## src/design/kaau_pkg.sv

```systemverilog
// Shared types, codes and defaults for the k-means assign/update engine.
package kaau_pkg;

	localparam int MAX_CLUSTERS_DEF = 16;
	localparam int COUNT_BITS_DEF   = 16;
	localparam logic [4:0] CLUSTERS_RESET = 5'd8;

	localparam logic [1:0] MODE_SEED   = 2'd0;
	localparam logic [1:0] MODE_ASSIGN = 2'd1;
	localparam logic [1:0] MODE_RECOMP = 2'd2;
	localparam logic [1:0] MODE_UNUSED = 2'd3;

	typedef struct packed {
		logic [1:0]         mode;
		logic signed [15:0] pl;
		logic signed [15:0] pa;
		logic signed [15:0] pb;
		logic [3:0]         seed_index;
		logic [3:0]         prev_index;
		logic               prev_valid;
	} cmd_t;

	typedef struct packed {
		logic vld;
		cmd_t cmd;
	} q_head_t;

	typedef enum logic [3:0] {
		ST_IDLE,
		ST_A_SCAN,
		ST_A_DRAIN,
		ST_A_RD,
		ST_A_UPD,
		ST_R_RD,
		ST_R_LOAD,
		ST_R_DIV,
		ST_R_OUT
	} eng_state_t;

endpackage

```

## src/design/kaau_front.sv

```systemverilog
// Front end: accepts commands, drops unused codes, two-entry command queue.
module kaau_front (
	input  logic                 clk,
	input  logic                 arst_n,
	input  logic                 start,
	input  logic [1:0]           mode,
	input  logic signed [15:0]   point_l,
	input  logic signed [15:0]   point_a,
	input  logic signed [15:0]   point_b,
	input  logic [3:0]           seed_index,
	input  logic [3:0]           previous_index,
	input  logic                 previous_valid,
	input  logic                 pop,
	output logic                 busy,
	output kaau_pkg::q_head_t    head
);

	kaau_pkg::cmd_t ent_q [2];
	logic           wr_ptr_q;
	logic           rd_ptr_q;
	logic [1:0]     cnt_q;
	logic           accept;
	logic           push;
	logic           do_pop;

	assign busy   = (cnt_q == 2'd2);
	assign accept = start && !busy;
	assign push   = accept && (mode == kaau_pkg::MODE_SEED || mode == kaau_pkg::MODE_ASSIGN ||
		mode == kaau_pkg::MODE_RECOMP);
	assign do_pop = pop && (cnt_q != 2'd0);

	assign head.vld = (cnt_q != 2'd0);
	assign head.cmd = ent_q[rd_ptr_q];

	always_ff @(posedge clk) begin
		if (push) begin
			ent_q[wr_ptr_q] <= '{mode: mode, pl: point_l, pa: point_a, pb: point_b,
				seed_index: seed_index, prev_index: previous_index, prev_valid: previous_valid};
		end
	end

	always_ff @(posedge clk or negedge arst_n) begin
		if (!arst_n) begin
			wr_ptr_q <= 1'b0;
			rd_ptr_q <= 1'b0;
			cnt_q    <= 2'd0;
		end else begin
			if (push) wr_ptr_q <= ~wr_ptr_q;
			if (do_pop) rd_ptr_q <= ~rd_ptr_q;
			case ({push, do_pop})
				2'b10:   cnt_q <= cnt_q + 2'd1;
				2'b01:   cnt_q <= cnt_q - 2'd1;
				default: cnt_q <= cnt_q;
			endcase
		end
	end

endmodule

```

## config.mk

```make
export PLATFORM = sky130hd
export DESIGN_NAME = kaau_front
export DESIGN_NICKNAME = d
export VERILOG_FILES = /design/src/design/kaau_pkg.sv /design/src/design/kaau_front.sv
export SDC_FILE = /design/constraint.sdc
export NUM_CORES = 1
export LEC_CHECK = 0
export BUFFER_PORTS_ARGS = -buffer_cell sky130_fd_sc_hd__buf_2
export CAP_MARGIN = 10
export CORE_ASPECT_RATIO = 1.1
export CORE_MARGIN = 4
export CORE_UTILIZATION = 35
export CTS_CLUSTER_DIAMETER = 80
export DETAILED_ROUTE_END_ITERATION = 6
export GPL_ROUTABILITY_DRIVEN = 1
export GPL_TIMING_DRIVEN = 0
export PLACE_DENSITY_LB_ADDON = 0.15
export SLEW_MARGIN = 40
export SYNTH_ARGS = -nofsm -noshare
export SYNTH_HDL_FRONTEND = slang
export SYNTH_SLANG_ARGS = --single-unit
```

## constraint.sdc

```tcl
create_clock -name clk -period 7.9 [get_ports clk]
set_clock_uncertainty 0.1 [all_clocks]
set_input_delay 0.395 -clock clk [delete_from_list [all_inputs] [get_ports clk]]
set_output_delay 0.395 -clock clk [all_outputs]
set_load 0.05 [all_outputs]
```

==> impl_metrics.py, run 1 <==
metrics = {
    "run_status": {
        "status": "finished, final reports clean",
    },
    "timing": {
        "grt_setup_unrepaired": "false",
        "hold_violations": 0,
        "setup_viol": 0,
        "fmax_mhz": 475,
        "slew_headroom_pct": 79.8,
        "finalSetupTns_ps": 0,
        "drv_slew": 0,
        "finalCritPeriodShare_pct": 26.7,
        "worst_pin_slew_ps": 302,
        "final.min_clock_period_ps": 2110,
        "final.setup.worst_slack_ps": 5790,
    },
    "grt": {
        "gr-total-overflow": 0,
        "grt_start_max_net_pins": 17,
        "grt_pass1_wl_mm": 13.1,
        "grtUsageTotal_pct": 11.5,
        "antenna_found_initial": 1,
        "grt_pass1_vias": 2485,
    },
    "yosys": {
        "syn_avg_cell_area_um2": 23.3,
        "syn_inst": 203,
        "ys_types": 14,
        "yosysWarnings": 0,
        "synth_top_area_share_pct": 74.9,
        "synth_top_area_cell": "edfxtp_1",
        "ys_ff_latch": 122,
        "syn_area_um2": 4730,
        "seq_area_frac_synth_pct": 77.0,
        "synth.top_cells.by_area": "edfxtp_1, mux2_4, dfrtp_1, buf_6, xnor2_1",
        "syn_nets": 267,
    },
    "clock_network": {
        "cts_root_buffer": "clkbuf_16",
        "clockBufferDepth": 2,
        "postCtsSetupBuffers": 0,
        "ctsResizeCount": 0,
        "cts_htree_levels": 4,
        "cts_tree": "built",
        "clkLatencyLatePin_ps": 400,
        "numClockSinks": 122,
        "clk_pin_slew_ps": 50,
        "numCtsBuffers": 17,
        "holdBufCountCts": 1,
    },
    "power": {
        "p_clk_share_pct": 24.4,
        "powerDensity_nw_per_um2": 430,
        "p_sw_mw": 1.01,
        "ir_drop_mv": 0.187,
        "power_frac_seq_pct": 33.0,
        "p_int_mw": 1.67,
        "p_sw_share_pct": 37.6,
        "p_leak_nw": 2.53,
        "pwr-share-comb_pct": 42.6,
    },
    "floorplan": {
        "start_util_pct": 35.8,
        "row_count": 44,
        "die_x_um": 119,
        "core_area_um2": 13200,
        "die_area_um2": 15400,
        "num_io_pins": 124,
        "die_h_um": 130,
    },
    "setup_path": {
        "cpPeakStageDelay_ps": 340,
        "path_cells": "buf_6 -> buf_6 -> mux2_4 -> buf_2",
        "crit_type": "flop to output pin",
        "cp_num_buf_inv": 3,
        "critPathArrivalTime_ps": 1610,
        "endpoint_kind": "output pin",
        "crit_fanout": 10,
        "start_kind": "flop",
        "cp_top_family": "buffers and inverters",
        "crit_path_top_delay_cell": "dfrtp_1",
        "critPathRequiredTime_ps": 7400,
        "crit_top_cell": "buf_6",
    },
    "routing": {
        "drt-vias-per-instance": 4.43,
        "wl_mm": 8.48,
        "vias": 2324,
        "post-route-drc-count": 0,
        "dr.pass1.iters": 4,
        "ant_nets": 0,
        "wl_per_cell_um": 16.2,
        "drt_iter0_markers": 113,
    },
    "cells_and_area": {
        "area_growth_pct": 31.9,
        "drive_above_1_share_pct": 61.8,
        "layout.nets": 420,
        "antenna_cells": 0,
    },
    "run": {
        "maxCapViolations": 0,
    },
    "placed_design": {
        "port_buffers": 123,
        "post-place-ws_ps": 5880,
        "hpwlAfterDp_mm": 5.96,
        "place.gp.congestion": 0.648,
    },
    "min_path": {
        "min_path_type": "input pin to flop",
    },
}
[flip-flops by register name, indices dropped and copies added, names as in the netlist]
name and flops:
ent_q 118, wr_ptr_q 1, cnt_q 2, rd_ptr_q 1
[final timing paths]
| path | depth (start not counted) | startpoint | slack, ps | end |
|---|---|---|---|---|
| max | 4 | rd_ptr_q | 5790 | head[30] |
| min | 1 | point_l[10] | 80 | ent_q[1][51] |
| max reg2reg | 6 | cnt_q[1] | 5930 | ent_q[0][50] |
| min reg2reg | 1 | cnt_q[1] | 400 | cnt_q[1] |
| max in group asynchronous | 2 | arst_n | 7360 | rd_ptr_q |
| min in group asynchronous | 2 | arst_n | 220 | cnt_q[1] |
[kinds of logic (layout without fill, tap and decap cells)]
group,Yosys count,count (layout),synth area share [%]
and+or+nand+nor,8,8,1.30
buffers and inverters,8,169,1.75
xor gates and xnor gates,5,5,0.926
muxes,59,59,18.7
DFF,122,122,77.0
adders and majority gates,1,1,0.265
[final cells by class]
type	count	area, um^2
Clock buffer	19	433
Buffer	7	78.8
Inverter	1	3.75
Tap cell	161	201
Fill cell	1143	6970
Clock inverter	8	58.8
Multi-Input combinational cell	73	1020
Timing Repair Buffer	134	801
Sequential cell	122	3640
[per-layer routing]
layer,up-vias,wire length [um],track usage [%]
li1,1100,-,-
met1,1116,3500,12.9
met2,88,4150,18.4
met3,18,633,5.42
met4,2,184,6.34
met5,-,13,0
[through the flow]
step                util (%)  total power, mW  cell area (um^2)  hold slack [ps]  cells
floorplan                  -             1.80              4730           -0.591    203
global placement        42.0             2.01              5550              101    487
detailed placement      43.4             2.06              5740              106    497
CTS                     47.2             2.72              6240             51.1    525
global route            47.2             2.80              6240             53.4    525
finish                  47.2             2.68              6240             76.3    525
[cell usage after synthesis, drive strengths merged]
cell / number
nor2: 3
nand3b: 1
dfrtp: 4
edfxtp: 118
buf: 7
inv: 1
ha: 1
or2: 1
nor2b: 1
xnor2: 3
mux2: 59
xor2: 2
nand2: 1
and2: 1
[cells in the final DEF, fill, tap and decap left out]
cell and n:
and2_4 1, buf_16 2, buf_2 123, buf_6 7
buf_8 8, bufinv_16 1, clkbuf_1 2, clkbuf_16 17
clkinv_1 5, clkinv_2 2, dfrtp_1 4, dlygate4sd3_1 1
edfxtp_1 118, ha_1 1, inv_1 1, mux2_4 59
nand2_1 1, nand3b_4 1, nor2_1 1, nor2_4 2
nor2b_2 1, or2_4 1, xnor2_1 3, xor2_1 2
[power by group through the flow]
| stage | sequential, mW | clock [mW] | combinational [mW] |
|---|---|---|---|
| global route | 0.894 | 0.706 | 1.20 |
| detailed placement | 0.896 | 0 | 1.16 |
| floorplan | 0.898 | 0 | 0.903 |
| global placement | 0.911 | 0 | 1.10 |
| CTS | 0.885 | 0.672 | 1.17 |
| finish | 0.883 | 0.655 | 1.14 |
No activity file was read; power rests on OpenSTA's default activity.
==> inputs of run 2 (changes only) <==
--- a/config.mk
+++ b/config.mk
@@ -5,6 +5,7 @@
 export SDC_FILE = /design/constraint.sdc
 export NUM_CORES = 1
 export LEC_CHECK = 0
+export ABC_AREA = 1
 export BUFFER_PORTS_ARGS = -buffer_cell sky130_fd_sc_hd__buf_2
 export CAP_MARGIN = 10
 export CORE_ASPECT_RATIO = 1.1
==> constraint.sdc (replaced) <==
create_clock -name clk -period 1.8 [get_ports clk]
set_clock_uncertainty 0.1 [all_clocks]
set_input_delay 0.09 -clock clk [delete_from_list [all_inputs] [get_ports clk]]
set_output_delay 0.09 -clock clk [all_outputs]
set_load 0.05 [all_outputs]
==> run 2 against run 1 <==
Net effect: synthesized cell count is 68% higher; register-to-register slack got worse by 5800 ps; cell count increased by 38%; flip-flop and latch count unchanged; power grew to 4.7 times the previous value; first-iteration DRC count grew 15%; sequential power rose to 4.3 times the previous value; synthesized area is 3.1% lower; via count is 36% higher; critical path depth grew 2; die area is 2.9% lower.
==> impl_metrics.py, run 2 <==
metrics = {
    "yosys": {
        "yosysWarnings": 0,
        "synth.top_cells.by_area": "edfxtp_1, nand2_1, dfrtp_1, buf_6, buf_4",
        "syn_nets": 405,
        "synth_top_area_share_pct": 77.3,
        "synth_async_sr_flop_share_pct": 3.28,
        "ys_types": 15,
        "syn_area_um2": 4580,
        "seq_area_frac_synth_pct": 79.5,
        "synth_enable_flop_cells": 118,
        "ys_ff_latch": 122,
        "synth_common_cells": "nand2_1, edfxtp_1, buf_6, inv_1, buf_4",
        "syn_avg_cell_area_um2": 13.4,
        "yosysMostFrequentCell": "nand2_1",
        "synth_top_area_cell": "edfxtp_1",
        "synth-main-ff-cell": "edfxtp_1",
        "syn_inst": 341,
    },
    "min_path": {
        "worstHoldPathCells": 2,
        "hold_end": "ent_q[1][24]",
        "min_path_type": "input pin to flop",
        "hp-start": "point_b[15]",
    },
    "grt": {
        "gr-total-overflow": 0,
        "antenna_found_initial": 0,
        "grt_start_max_net_pins": 23,
        "grt_pass1_vias": 3213,
        "grtUsageTotal_pct": 14.2,
        "grt_pass1_wl_mm": 16.0,
    },
    "cells_and_area": {
        "largest_register": "ent_q",
        "layout.nets": 621,
        "largest_reg_flops": 118,
        "antenna_cells": 0,
        "final_common_cell": "nand2_1",
        "most-common-layout-cells": "nand2_1, edfxtp_1, buf_2, dlygate4sd3_1, clkbuf_16",
        "area_growth_pct": 49.2,
        "drive_above_1_share_pct": 32.1,
        "top_regs": "ent_q: 118 flops, cnt_q: 2 flops",
        "final_area_um2": 6840,
        "fin_util_pct": 53.8,
    },
    "routing": {
        "vias": 3171,
        "wl_mm": 10.2,
        "dr.pass1.iters": 5,
        "post-route-drc-count": 0,
        "ant_nets": 0,
        "wl_per_cell_um": 14.0,
        "drt_iter0_markers": 130,
        "drt-vias-per-instance": 4.36,
    },
    "timing": {
        "worst_pin_slew_ps": 270,
        "hold_violations": 0,
        "setup_viol": 0,
        "grt_setup_unrepaired": "false",
        "fmax_mhz": 577,
        "finalCritPeriodShare_pct": 96.2,
        "slew_headroom_pct": 82.1,
        "final.setup.worst_slack_ps": 68.2,
        "drv_slew": 0,
        "final.min_clock_period_ps": 1730,
    },
    "placed_design": {
        "port_buffers": 123,
        "hpwlAfterDp_mm": 6.69,
        "place.gp.congestion": 0.731,
        "placed_cell_area_um2": 5570,
        "post-place-ws_ps": -241,
    },
    "setup_path": {
        "rrSetupSlack_ps": 110,
        "start_kind": "flop",
        "endpoint_kind": "output pin",
        "worstRegToRegCells": 7,
        "path_cells": "buf_6 -> inv_8 -> buf_6 -> nand2_1 -> nand2_1 -> buf_2",
        "crit_fanout": 10,
        "reg2reg_to": "ent_q[1][10]",
        "cpPeakStageDelay_ps": 370,
        "reg2reg_from": "cnt_q[0]",
        "critPathRequiredTime_ps": 1610,
        "critPathArrivalTime_ps": 1540,
        "crit_path_top_delay_cell": "dfrtp_1",
        "crit_type": "flop to output pin",
    },
    "floorplan": {
        "die_h_um": 128,
        "die_area_um2": 15000,
        "die_x_um": 117,
        "start_util_pct": 36.1,
        "num_io_pins": 124,
        "row_count": 43,
        "core_area_um2": 12700,
    },
    "power": {
        "powerDensity_nw_per_um2": 1850,
        "p_total_mw": 12.6,
        "ir_drop_mv": 0.798,
        "p_leak_nw": 2.96,
    },
    "clock_network": {
        "clk_pin_slew_ps": 50,
        "numCtsBuffers": 17,
        "cts_root_buffer": "clkbuf_16",
        "numClockSinks": 122,
        "cts_htree_levels": 4,
        "clockBufferDepth": 2,
        "cts_tree": "built",
        "clkLatencyLatePin_ps": 400,
    },
    "run": {
        "maxCapViolations": 0,
    },
    "run_status": {
        "status": "finished, final reports clean",
    },
}
## run 2: final cells by class
cell class | instances | area (um^2)
Fill cell | 1072 | 5860
Timing Repair Buffer | 197 | 1480
Tap cell | 157 | 196
Clock buffer | 19 | 433
Inverter | 9 | 45.0
Clock inverter | 13 | 129
Sequential cell | 122 | 3640
Multi-Input combinational cell | 197 | 782
Buffer | 13 | 124
## run 2: how the worst max path moves through the flow
stage,depth (start not counted),slack [ps],start,to
finish,6,70,rd_ptr_q,head[54]
global route,7,1,cnt_q[0],ent_q[1][13]
detailed placement,7,-240,cnt_q[0],ent_q[1][24]
global placement,4,-890,cnt_q[0],ent_q[0][24]
CTS,6,6,rd_ptr_q,head[49]
floorplan,4,-210,cnt_q[0],ent_q[0][0]
## run 2: per-layer routing
metal,vias to the layer above,track usage [%],share of wire [%]
li1,1585,-,-
met1,1481,17.0,43
met2,91,23.7,50
met3,14,4.01,4.9
met4,0,6.14,1.8
met5,-,0,0
## run 2: through the flow
stage               cells  hold slack, ps  setup TNS, ps
finish                727             315              0
global route          727             299              0
CTS                   726             290              0
detailed placement    628            -194          -5950
global placement      621            -197        -101770
floorplan             341            -306         -23290
## run 2: worst max-delay path: cells and delay by family, from the launching register on
family                 cells  cell delay (ps)
buffers and inverters      4              650
and+or+nand+nor            2              130
DFF                        1              370
## run 2: cells by family after synthesis
| kind of cell | Yosys count | synth area share, % |
|---|---|---|
| buffers and inverters | 22 | 3.60 |
| adders and majority gates | 1 | 0.273 |
| and+or+nand+nor | 195 | 16.4 |
| DFF | 122 | 79.5 |
| xor gates and xnor gates | 1 | 0.191 |
## run 2: report_power, final
part           switching (mW)  internal, mW  total [mW]
combinational            4.09          1.49        5.58
clock                    1.19          2.02        3.21
sequential              0.121          3.71        3.83
## run 2: what timing repair did
item | 4_1_cts | 5_1_grt
pin swaps | 1 | 0
setup buffers | 3 | 1
endpoints found under the setup margin | 46 | 25
hold buffers | 63 | 0
hold endpoints to repair | 124 | 0
resized for setup | 0 | 16
gates cloned | 0 | 0
